## config.mk

```make
export PLATFORM = sky130hd
export DESIGN_NAME = lpht_ctrl
export DESIGN_NICKNAME = d
export VERILOG_FILES = /design/src/hdl/lpht_pkg.sv /design/src/hdl/lpht_ctrl.sv
export SDC_FILE = /design/constraint.sdc
export NUM_CORES = 1
export LEC_CHECK = 0
export BUFFER_PORTS_ARGS = -buffer_cell sky130_fd_sc_hd__buf_4
export CAP_MARGIN = 10
export CELL_PAD_IN_SITES_DETAIL_PLACEMENT = 0
export CELL_PAD_IN_SITES_GLOBAL_PLACEMENT = 1
export CORE_AREA = 4 4 41 43
export DETAILED_ROUTE_END_ITERATION = 8
export DIE_AREA = 0 0 45 47
export HOLD_SLACK_MARGIN = 0.15
export PLACE_DENSITY = 0.58
export REMOVE_ABC_BUFFERS = 1
export SLEW_MARGIN = 40
export SYNTH_ARGS = -nofsm -noshare
export SYNTH_HDL_FRONTEND = slang
export SYNTH_SLANG_ARGS = --single-unit
export TNS_END_PERCENT = 10
```

## constraint.sdc

```tcl
create_clock -name clk -period 2.7 [get_ports clk]
set_clock_uncertainty 0.1 [all_clocks]
set_input_delay 0 -clock clk [delete_from_list [all_inputs] [get_ports clk]]
set_output_delay 0 -clock clk [all_outputs]
set_load 0.03 [all_outputs]
```

## src/hdl/lpht_pkg.sv

```systemverilog
// Shared types and constants for the linear-probing hash table.
// Holds op and status codes, field widths and the controller/datapath structs.
// No dependencies.
`default_nettype none

package lpht_pkg;

  // Fixed field widths
  localparam int KEY_W   = 64;
  localparam int HASH_W  = 32;
  localparam int VAL_W   = 32;
  localparam int CFG_W   = 9;
  localparam int CNT_W   = 9;
  localparam int OP_W    = 2;
  localparam int STAT_W  = 2;

  // Hash modulo unit: remainder bits retired per cycle
  localparam int DIV_BITS   = 4;
  localparam int DIV_STEPS  = HASH_W / DIV_BITS;
  localparam int DIV_CNT_W  = $clog2(DIV_STEPS);

  // Operation codes
  localparam logic [OP_W-1:0] OP_PUT    = 2'd0;
  localparam logic [OP_W-1:0] OP_GET    = 2'd1;
  localparam logic [OP_W-1:0] OP_REMOVE = 2'd2;

  // Result status codes
  localparam logic [STAT_W-1:0] ST_OK        = 2'd0;
  localparam logic [STAT_W-1:0] ST_NOT_FOUND = 2'd1;
  localparam logic [STAT_W-1:0] ST_FULL      = 2'd2;

  // Controller to datapath commands
  typedef struct packed {
    logic load;      // capture item, start modulo
    logic mod_step;  // one modulo iteration
    logic home;      // go to home slot, issue read
    logic advance;   // step to next slot, issue read
    logic finish;    // apply update, latch result
    logic clr_step;  // clear one slot
    logic emit;      // move result to output register
  } cmd_t;

  // Datapath to controller status
  typedef struct packed {
    logic mod_last;  // last modulo iteration this cycle
    logic stop;      // probe ends at the current slot
    logic clr_last;  // last slot of the clearing pass
    logic out_busy;  // output register full and not taken
  } sts_t;

endpackage

`default_nettype wire

```

## src/hdl/lpht_ctrl.sv

```systemverilog
// Controller state machine for the linear-probing hash table.
// Sequences clearing, modulo, probing and result hand-off; uses lpht_pkg.
`default_nettype none

module lpht_ctrl (
  input  wire logic          clk,
  input  wire logic          rst_n,
  input  wire logic          cfg_wr_en,
  input  wire logic          in_tvalid,
  output logic               in_tready,
  input  wire lpht_pkg::sts_t sts,
  output lpht_pkg::cmd_t     cmd
);
  import lpht_pkg::*;

  typedef enum logic [2:0] {
    S_CLEAR,
    S_IDLE,
    S_MOD,
    S_HOME,
    S_PROBE,
    S_FIN
  } state_t;

  state_t state_r, state_nxt;
  logic   in_tready_r, in_tready_nxt;

  // Next state and commands
  always_comb begin
    state_nxt = state_r;
    cmd       = '0;
    case (state_r)
      S_CLEAR: begin
        cmd.clr_step = 1'b1;
        if (sts.clr_last) state_nxt = S_IDLE;
      end
      S_IDLE: begin
        if (in_tvalid && in_tready_r) begin
          cmd.load  = 1'b1;
          state_nxt = S_MOD;
        end
      end
      S_MOD: begin
        cmd.mod_step = 1'b1;
        if (sts.mod_last) state_nxt = S_HOME;
      end
      S_HOME: begin
        cmd.home  = 1'b1;
        state_nxt = S_PROBE;
      end
      S_PROBE: begin
        if (sts.stop) begin
          cmd.finish = 1'b1;
          state_nxt  = S_FIN;
        end else begin
          cmd.advance = 1'b1;
        end
      end
      S_FIN: begin
        if (!sts.out_busy) begin
          cmd.emit  = 1'b1;
          state_nxt = S_IDLE;
        end
      end
      default: begin
        state_nxt = S_CLEAR;
      end
    endcase
    // a config write restarts the clearing pass
    if (cfg_wr_en) begin
      cmd       = '0;
      state_nxt = S_CLEAR;
    end
    in_tready_nxt = (state_nxt == S_IDLE);
  end

  // State and registered ready
  always_ff @(posedge clk) begin
    if (!rst_n) begin
      state_r     <= S_CLEAR;
      in_tready_r <= 1'b0;
    end else begin
      state_r     <= state_nxt;
      in_tready_r <= in_tready_nxt;
    end
  end

  assign in_tready = in_tready_r;

`ifndef SYNTHESIS
  a_cfg_clears: assert property (@(posedge clk) disable iff (!rst_n)
    cfg_wr_en |=> (state_r == S_CLEAR))
    else $error("config write did not start clearing pass");

  a_ready_idle: assert property (@(posedge clk) disable iff (!rst_n)
    in_tready_r |-> (state_r == S_IDLE))
    else $error("ready asserted outside idle");
`endif

endmodule

`default_nettype wire

```

# After elaboration in Yosys (flattened, before gate mapping)
# Cells that the tools add are included.
classes:
  n_eq_ne: 6
  muxes: 18
  n_reduce_logical: 2
op_table:
  columns: ["operator", "count"]
  rows:
  - ["3-bit two-way mux", 6]
  - ["3-bit one-hot mux with 6 select lines", 1]
  - ["1-bit two-way mux", 9]
  - ["7-bit two-way mux", 1]
  - ["3-bit by 1-bit equality test with 1-bit output (second input constant)", 2]
  - ["3-bit by 2-bit equality test with 1-bit output (second input constant)", 2]
  - ["3-bit equality test (second input constant)", 2]
  - ["3-bit zero test", 1]
  - ["2-bit two-way mux", 1]
  - ["1-bit logical AND", 1]
word_totals:
  ff_bits: 4
  input_bits: 8
  out_inout_bits: 8
  wordCells: 28

# Depth between registers and ports, before layout
# Gate-level depths: netlist (run 1).
depth:
  word_depth: 5
  depth_mapped: 5

# Worst setup path after synthesis (run 1)
# OpenSTA, ideal clock, no wires.
synth_timing:
  path_kind: "flip-flop to output port"
  start: "register state_r[2]"
  end: "output cmd[2] (netlist name)"
  arrival_time_ns: 1.571
  t_required_ns: 2.600
  path_slack_ns: 1.029
  path_stages_with_launch: 4
  path_buffers: 1
  path_cell_list: "dfxtp_1 -> buf_6 -> nand2b_1 -> nor4b_1"
synth_rtl:
  columns: ["element", "line", "source"]
  rows:
  - ["start, declared", "lpht_ctrl.sv:25", "state_t state_r, state_nxt;"]
  - ["start signal, assigned", "lpht_ctrl.sv:83", "state_r <= state_nxt;"]
  - ["end, declared", "lpht_ctrl.sv:12", "output lpht_pkg::cmd_t cmd"]

# Worst setup path in the final report (run 1)
layout_timing:
  start: "register state_r[1]"
  end: "register in_tready_r (netlist: in_tready)"
layout_between:
  elab_chain_cells: 4
  word_cells_on_any_way: 14
layout_lines:
  columns: ["element", "line", "source"]
  rows:
  - ["3-bit equality test, or another cell as far along", "lpht_ctrl.sv:32", "case (state_r)"]
  - ["3-bit one-hot mux with 6 select lines *", "lpht_ctrl.sv:32", null]
  - ["3-bit two-way mux *", "lpht_ctrl.sv:70", "if (cfg_wr_en) begin"]
  - ["3-bit by 1-bit equality test with 1-bit output *", "lpht_ctrl.sv:74", "in_tready_nxt = (state_nxt == S_IDLE);"]
  - ["end signal, assigned", "lpht_ctrl.sv:84", "in_tready_r <= in_tready_nxt;"]
  - ["end, declared", "lpht_ctrl.sv:26", "logic in_tready_r, in_tready_nxt;"]
# Every way passes the cells marked *; elsewhere a longest branch is shown, timed or not.
# A chain may end at the register's enable or synchronous reset.

==> results.md, run 1 <==
- Hold Crit Depth: 4
- Pin count of the biggest net entering global routing: 13
- Critical path depth: 5
- Leakage: 0.0002084 uW
- Sequential cell area fraction in the yosys report: 27.59%
- DR iter-0 viols: 1
- Synthesized area per cell: 8.063 sq um
- Critical path startpoint category: register
- CTS max path bufs: 2
- Max H-tree Level: 1
- Via count: 330
- Max FO, Critical Path: 12
- Die area: 2115 sq um
- Routed wire length: 796 um
- Top Ports: 16
- FMAX: 493.2 MHz
- Count leader, synth: dfxtp_1
- Final setup vio count: 0
- Ant. Diodes: 0
- GPL Wtd Cong: 0.6374
- Die Wd: 45 um
- Cell Rows: 13
- Slowest CP cell: dlygate4sd3_1
- Yosys top cell by area: dfxtp_1
- Async S/R FF share, synth: 0%
- Residual DRC: 0
- Distinct cells, synth: 20
- # clock sinks: 4
- Vias in the first global route: 324
- Commonest cells in the netlist: dfxtp_1, nand2_1, nand2b_1, nor4_1, nor4b_1
- Max-Cap Viols: 0
- First-pass GRT wire length: 1.345 mm
- Clock tree from TritonCTS: built
- Area Growth Syn to Fin: 66.38%
- Worst R2R Path Depth: 5
- Clock Pin Slew Worst Setup and Hold Paths: 0.04 ns
- P per Cell Area: 345.5 nW/um^2
- Final period util: 75.09%
- Initial antenna violation count: 0
- WS Path Type: reg2reg
- WP buf/inv: 1
- Crit path DAT: 2.10 ns
- Grt ovf: 0
- Clock latency on the worst-skew pair: 0.23 ns
- Clk root buf: clkbuf_4
- I/O Buffers: 15
- Vias per cell: 4.583
- Hold Fails Final Rpt: 0
- WP data required: 2.77 ns
- Max Slew Vio Count: 0
- Share of layout cells above drive strength 1: 35.09%
- Final Net Count: 67
- Hold/Removal Path Class: in2reg
- Maximum vdd drop: 0.1587 mV
- Primary FF master, synth: dfxtp_1
- Worst path cell trace: mux2i_1 > or3_1 > a31oi_2 > nor3b_2 > dlygate4sd3_1
- Antenna Nets Post-Route: 0
- Mapped Area: 290.3 sq um
- Worst-Margin Slew: 0.3518 ns
- Synth Warn #: 0
- Number of CTS-inserted buffers: 3
- Core area: 1301 sq um
- Synth area leaders: dfxtp_1, nor4b_1, nand2b_1, nor4_1, a31oi_2
- Outcome: completed
- Syn Inst Count: 36
- Fin crit period: 2.027 ns
- Drt wl/cell: 11.06 um
- Yosys reg bits: 4
- Starting Density: 22.31%
- Crit-path max cell delay: 0.55 ns
- Router iterations before antenna repair: 2
- DIE HEIGHT: 47 um
- Dpl hpwl: 586.8 um
- Synth top area share: 27.59%
- Final setup TNS: 0 ns
- EDFF count, synth: 0
- RSZ-0062 raised after global routing: false
- Top delay family on crit path: buffers and inverters
- Total track usage: 8.524%
- Pwr Total: 166.9 uW
- Crit end category: register
- Worst slew margin: 76.51%
==> path summary, 6_finish.rpt <==
| kind | slack (ns) | start | end |
|---|---|---|---|
| hold reg to reg | 0.59 | state_r[2] | state_r[2] |
| setup reg to reg | 0.67 | state_r[1] | in_tready |
| hold / removal | 0.17 | cfg_wr_en | state_r[2] |
| setup / recovery | 0.67 | state_r[1] | in_tready |
==> layout make-up <==
class | count | area, sq um
clock buffer | 3 | 22.52
sequential | 4 | 80.08
timing repair buffer | 21 | 172.7
inverter | 1 | 3.754
tap | 15 | 18.77
multi-input combinational | 28 | 185.2
fill | 153 | 818.3
==> cells in the final DEF, fill, tap and decap left out, types with 2 or more instances in the layout <==
cell type	count
dfxtp_1	4
buf_4	15
and2_1	2
dlygate4sd3_1	6
o21ai_0	2
nor2b_1	2
nor3_1	2
nor4b_1	3
nor4_1	3
clkbuf_4	3
nand2b_1	3
nand2_1	3
==> worst min-delay path, cell delays in order <==
cell	delay, ns
buf_4	0.12
nand2b_1	0.15
a21oi_1	0.05
and2_1	0.14
==> sequential cells by signal, indices dropped and copies added, names as in the netlist <==
signal	cells
in_tready	1
state_r	3
==> where the power goes <==
group          internal, uW  switching, uW
registers              61.0           2.73
clock network          49.6           23.2
logic                  17.7           12.5
total                   128           38.5
==> metal layers <==
| layer | vias to the layer above | GRT usage (%) | part of all wire [%] |
|---|---|---|---|
| met3 | 0 | 2.299 | 3.0 |
| met1 | 150 | 10.66 | 45 |
| met5 | - | 0 | 0 |
| li1 | 174 | - | - |
| met2 | 6 | 13.84 | 52 |
| met4 | 0 | 3.509 | 0 |
==> logic make-up after synthesis <==
kind of cell	Yosys count	share of synthesized area (%)
DFF	4	27.59
buffers and inverters	4	8.619
muxes	1	3.448
and+or+nand+nor	21	46.99
AOI/OAI and AO/OA	6	13.36
==> per-stage QoR <==
stage / area [sq um] / hold WS, ns / utilization (%) / setup WS, ns / cells
2_1_floorplan: 269.0 / 0.01418 / - / 0.9840 / 33
3_3_place_gp: 400.4 / 0.1162 / 30.77 / 1.225 / 63
3_5_place_dp: 400.4 / 0.1210 / 30.77 / 1.187 / 63
4_1_cts: 483.0 / 0.1705 / 37.12 / 0.6412 / 72
5_1_grt: 483.0 / 0.2058 / 37.12 / 0.5263 / 72
6_report: 483.0 / 0.1716 / 37.12 / 0.6725 / 72
==> timing repair <==
item,in CTS,in global routing
setup buffers,0,0
hold buffers,6,0
hold endpoints to repair,4,0
resized for setup,0,0
No activity file was read; power rests on OpenSTA's default activity.
==> inputs of run 2 (changes only) <==
Clock period 2.7 ns to 2.05 ns, I/O delays scaled along.
==> results.md, run 2 (synthesis results as in run 1) <==
- Commonest non-fill, non-tap cells in the layout: buf_4, dlygate4sd3_1, dfxtp_1
- Outcome: completed
- DR iter-0 viols: 1 (unchanged)
- Met1 wire length: 363 um (+1.1%)
- P per Cell Area: 454.3 nW/um^2 (+32%)
- Commonest non-fill, non-tap cell in the layout: buf_4
- Max Slew Vio Count: 0 (unchanged)
- Antenna Nets Post-Route: 0 (unchanged)
- Max H-tree Level: 1 (unchanged)
- Fin crit period: 1.959 ns (-0.06852 ns)
- Hold Fails Final Rpt: 0 (unchanged)
- Routed wire length: 800 um (+0.50%)
- Max FO, Critical Path: 11 (-1)
- Crit path from: state_r[0]
- Clock tree from TritonCTS: built
- Met3 WL post-DR: 22 um (-8.3%)
- Placed Instances: 63 (unchanged)
- Number of CTS-inserted buffers: 3 (unchanged)
- Slowest CP cell: dlygate4sd3_1
- Final setup vio count: 0 (unchanged)
- Residual DRC: 0 (unchanged)
- R2R Path Start: state_r[0]
- WP data required: 2.12 ns (-0.65 ns)
- Dpl hpwl: 587.7 um (+0.15%)
- Via count: 330 (unchanged)
- Combinational fraction of design power: 18.2% (about the same)
- Vias per cell: 4.583 (unchanged)
- Clock share of power: 43.5% (-0.2 points)
- Router iterations before antenna repair: 2 (unchanged)
- Die Wd: 45 um (unchanged)
- Final setup TNS: 0 ns (unchanged)
- Internal power: 169.1 uW (+32%)
- Clock Pin Slew Worst Setup and Hold Paths: 0.04 ns (about the same)
- Clock latency on the worst-skew pair: 0.23 ns (about the same)
- Worst path cell trace: nor2b_1 > a31oi_1 > nor3_1 > and2_1 > dlygate4sd3_1
- CTS-repair resized insts: 0 (unchanged)
- Switching share of power: 22.92% (-0.14 points)
- # clock sinks: 4 (unchanged)
- Core area: 1301 sq um (unchanged)
- FMAX: 510.5 MHz (+3.5%)
- Cell Rows: 13 (unchanged)
- CTS max path bufs: 2 (unchanged)
- Area Growth Syn to Fin: 66.38% (unchanged)
- Placed Area: 400.4 sq um (unchanged)
- Die area: 2115 sq um (unchanged)
- Largest Register: state_r
- DIE HEIGHT: 47 um (unchanged)
- Crit-path max cell delay: 0.54 ns (about the same)
- Flop pwr share: 38.3% (about the same)
- WP buf/inv: 1 (unchanged)
- Grt ovf: 0 (unchanged)
- Vias in the first global route: 327 (+0.93%)
- Initial antenna violation count: 0 (unchanged)
- Critical path startpoint category: register
- Share of layout cells above drive strength 1: 35.09% (unchanged)
- GPL Wtd Cong: 0.6374 (unchanged)
- Worst-Margin Slew: 0.3518 ns (-0.00005162 ns)
- Top Metal Used: met3
- RSZ-0062 raised after global routing: false
- I/O Buffers: 15 (unchanged)
- Final Net Count: 67 (unchanged)
- Hold Crit Start: sts[2]
- Leakage: 0.0002063 uW (-1.0%)
- WS Path Type: reg2reg
- Non-filler cells, final: 72 (unchanged)
- Final period util: 95.56% (+20 points)
- Maximum vdd drop: 0.1797 mV (+13%)
- Hold/Removal Path Class: in2out
- Met2 wire len: 414 um (+0.24%)
- Finished Cell Area: 483.0 sq um (unchanged)
- Max FFs per register: 3 (unchanged)
- Top delay family on crit path: simple AND/OR/NAND/NOR gates
- Crit path DAT: 2.03 ns (-0.07 ns)
- Pin count of the biggest net entering global routing: 13 (unchanged)
- Ant. Diodes: 0 (unchanged)
- Crit end category: register
- P_sw: 50.28 uW (+31%)
- Pwr Total: 219.4 uW (+32%)
- First-pass GRT wire length: 1.359 mm (+1.0%)
- Worst slew margin: 76.52% (about the same)
- Clk root buf: clkbuf_4
- Total track usage: 8.603% (+0.079 points)
- Max-Cap Viols: 0 (unchanged)
- Starting Density: 22.31% (unchanged)
- Drt wl/cell: 11.11 um (+0.50%)
- Top Ports: 16 (unchanged)
## run 2: cell counts in the layout (fill, tap and decap cells not counted)
No cell type changed its count.
## run 2: final timing paths
check / cells after the start / slack, ns / to
max: 5 / 0.09 / state_r[1]
min: 3 / 0.19 / cmd[3]
max reg2reg: 5 / 0.09 / state_r[1]
min reg2reg: 2 / 0.59 / state_r[2]
## run 2: through the flow
step                      util, %  setup WS [ns]  hold slack (ns)
after floorplan                 -         0.3340          0.01418
after global placement      30.77         0.5749           0.1162
after detailed placement    30.77         0.5369           0.1212
after CTS                   37.12         0.1027           0.1936
after global routing        37.12        0.01428           0.2058
final                       37.12        0.09103           0.1933
## run 2: worst register-to-register path: cells and delay by family, from the launching register on
kind,cells,cell delay [ns]
AOI/OAI and AO/OA,1,0.11
and+or+nand+nor,3,0.64
DFF,1,0.51
buffers and inverters,1,0.55
## run 2: cell type report
cell class | instances | area [sq um]
clock buffers | 3 | 22.52
repair buffers | 21 | 172.7
flip-flops and latches | 4 | 80.08
multi-input cells | 28 | 185.2
inverters | 1 | 3.754
well taps | 15 | 18.77
fillers | 149 | 818.3
## run 2: routing by layer
layer | global-route usage (%) | up-vias
met3 | 2.299 | 0
met4 | 3.509 | 0
met1 | 10.88 | 150
met5 | 0 | -
met2 | 13.84 | 6
li1 | - | 174
## run 2: repair_timing
| item | CTS | global route |
|---|---|---|
| hold buffers | 6 | 0 |
| setup buffers | 0 | 0 |
| hold endpoints to repair | 4 | 0 |
## run 2: power groups by stage
| stage | logic (uW) | clock network, uW | registers, uW |
|---|---|---|---|
| 3_5_place_dp | 32.8 | 0 | 85.3 |
| 2_1_floorplan | 12.8 | 0 | 86.2 |
| 6_report | 40.0 | 95.4 | 84.0 |
| 4_1_cts | 40.5 | 102 | 84.1 |
| 5_1_grt | 43.9 | 108 | 84.4 |
| 3_3_place_gp | 33.1 | 0 | 85.3 |
==> inputs of run 3 (changes only) <==
Settings changed: ABC_AREA from default to 1, PLACE_DENSITY 0.58 to 0.62.
==> results.md, run 3 <==
- Outcome: completed
- Commonest non-fill, non-tap cell in the layout: buf_4
- XOR/XNOR Fraction of Synth Area: 0% (unchanged)
- Count leader, synth: nand2_1
- FMAX: 576.1 MHz (+13%)
- Mapped Area: 296.5 sq um (+2.2%)
- Final setup TNS: 0 ns (unchanged)
- Core area: 1301 sq um (unchanged)
- Max Slew Vio Count: 0 (unchanged)
- Final period util: 84.67% (-11 points)
- Max-Cap Viols: 0 (unchanged)
- WS Path Type: reg2reg
- Mux contribution to synthesized area: 0% (-3.4 points)
- Number of CTS-inserted buffers: 3 (unchanged)
- Largest family of logic cells by synthesized area: simple AND/OR/NAND/NOR gates
- P_sw: 55.64 uW (+11%)
- Clock share of power: 43.2% (-0.3 points)
- Largest Register: state_r
- Via count: 367 (+11%)
- Clk root buf: clkbuf_4
- EDFF count, synth: 0 (unchanged)
- Pwr Total: 224.8 uW (+2.5%)
- Synthesized area per cell: 6.052 sq um (-25%)
- Starting Density: 22.79% (+0.48 points)
- Crit path DAT: 1.76 ns (-0.27 ns)
- Total track usage: 9.249% (+0.65 points)
- Dpl hpwl: 618.1 um (+5.2%)
- Sequential cell area fraction in the yosys report: 27.00% (-0.58 points)
- Fin crit period: 1.736 ns (-0.2232 ns)
- GPL Wtd Cong: 0.6912 (+8.4%)
- Synth Warn #: 0 (unchanged)
- Initial antenna violation count: 0 (unchanged)
- Max FO, Critical Path: 8 (-3)
- Synth area leaders: dfxtp_1, nand2_1, nand3_1, nor2_1, nor2_2
- Setup Fix Bufs, Post-CTS: 0 (unchanged)
- Die area: 2115 sq um (unchanged)
- First-pass GRT wire length: 1.414 mm (+4.0%)
- Routed wire length: 842 um (+5.3%)
- Drt wl/cell: 9.791 um (-12%)
- Commonest non-fill, non-tap cells in the layout: buf_4, nand2_1, nor2_1
- Final setup vio count: 0 (unchanged)
- Antenna Nets Post-Route: 0 (unchanged)
- CTS max path bufs: 2 (unchanged)
- Clock Pin Slew Worst Setup and Hold Paths: 0.03 ns (about the same)
- Router iterations before antenna repair: 4 (+2)
- Maximum vdd drop: 0.2737 mV (+52%)
- Area Growth Syn to Fin: 67.09%
- Ant. Diodes: 0 (unchanged)
- Worst-Margin Slew: 0.2838 ns (-0.06795 ns)
- CTS-repair resized insts: 0 (unchanged)
- Grt ovf: 0 (unchanged)
- Combinational fraction of design power: 19.8% (+1.6 points)
- Vias per cell: 4.267 (-6.9%)
- Adder-Cell Fraction of Synth Area: 0% (unchanged)
- Synth Area in Compound Gates: 5.485% (-7.9 points)
- RSZ-0062 raised after global routing: false
- Die Wd: 45 um (unchanged)
- Vias in the first global route: 367 (+12%)
- Residual DRC: 0 (unchanged)
- Flop pwr share: 37.0% (-1.3 points)
- DR iter-0 viols: 8 (+7)
- I/O Buffers: 15 (unchanged)
- Switching share of power: 24.75% (+1.8 points)
- Max H-tree Level: 1 (unchanged)
- Crit end category: register
- Hold/Removal Path Class: in2out
- WP data required: 2.08 ns (-0.04 ns)
- Share of layout cells above drive strength 1: 38.03% (+2.9 points)
- Worst slew margin: 81.05% (+4.5 points)
- Commonest cells in the netlist: nand2_1, nor2_1, nand3_1
- Synth top area share: 27.00% (-0.58 points)
- Syn Inst Count: 49 (+36%)
- Final Net Count: 81 (+21%)
- # clock sinks: 4 (unchanged)
- P per Cell Area: 453.7 nW/um^2 (-0.12%)
- Hold Fails Final Rpt: 0 (unchanged)
- Yosys top cell by area: dfxtp_1
- Leakage: 0.0002552 uW (+24%)
- Critical path startpoint category: register
- Internal power: 169.2 uW (about the same)
- DIE HEIGHT: 47 um (unchanged)
- Max FFs per register: 3 (unchanged)
- Hold WS: 0.1813 ns (-0.01191 ns)
- Async S/R FF share, synth: 0% (unchanged)
- Clock tree from TritonCTS: built
- Clock latency on the worst-skew pair: 0.23 ns (about the same)
- Cell Rows: 13 (unchanged)
- Final Util: 38.08% (+0.96 points)
- Distinct cells, synth: 14 (-30%)
- # fillers: 160 (+7.4%)
- Post-Synth Simple-Gate Area: 52.32% (+5.3 points)
- Top Ports: 16 (unchanged)
- Pin count of the biggest net entering global routing: 9 (-4)
- Primary FF master, synth: dfxtp_1
- Yosys reg bits: 4 (unchanged)
run 3: power groups by stage:
stage | clock [uW] | sequential (uW) | combinational (uW)
floorplan | 0 | 86.0 | 16.7
global placement | 0 | 84.3 | 38.1
detailed placement | 0 | 84.4 | 37.6
CTS | 102 | 83.2 | 45.1
global route | 101 | 83.7 | 49.4
finish | 97.1 | 83.2 | 44.5
run 3: layout make-up:
class / count / area, sq um / area share, %
repair buffers: 21 / 172.7 / 34.85
inverters: 8 / 30.03 / 6.061
flip-flops and latches: 4 / 80.08 / 16.16
multi-input cells: 35 / 171.4 / 34.60
clock buffers: 3 / 22.52 / 4.545
well taps: 15 / 18.77 / 3.788
run 3: stage by stage:
step                      cell area (sq um)  std cells  setup WS, ns
final                                 495.5         86        0.3143
after global routing                  495.5         86        0.1413
after CTS                             495.5         86        0.3091
after detailed placement              412.9         77        0.8723
after global placement                412.9         77        0.8409
after floorplan                       281.5         47        0.5484
run 3: path summary, 6_finish.rpt:
path	startpoint	to	slack [ns]	cells after the start
min	sts[2]	cmd[3]	0.18	3
max reg2reg	state_r[2]	state_r[0]	0.31	8
min reg2reg	state_r[1]	in_tready	0.62	3
max	state_r[2]	state_r[0]	0.31	8
run 3: worst max-delay path, stage by stage (launching register included):
cell and delay (ns):
dfxtp_1 0.47, inv_2 0.10, nand2_1 0.11, nor2_2 0.04, nor2_1 0.09, nand2_1 0.05, dlygate4sd3_1 0.56, nand2_2 0.08
inv_1 0.04
run 3: kinds of logic after synthesis:
family | Yosys count
compound gates | 2
simple gates | 33
buf+inv | 10
flops | 4
run 3: per-layer routing:
layer	wire (um)	global-route usage, %	up-vias
met5	0	0	-
met4	0	7.018	0
met3	65	1.533	0
met2	418	14.97	9
met1	358	10.93	156
li1	-	-	202
run 3: what timing repair did:
item / 4_1_cts / 5_1_grt
hold buffers: 6 / 0
endpoints found under the hold margin: 4 / 0
endpoints found under the setup margin: 0 / 0
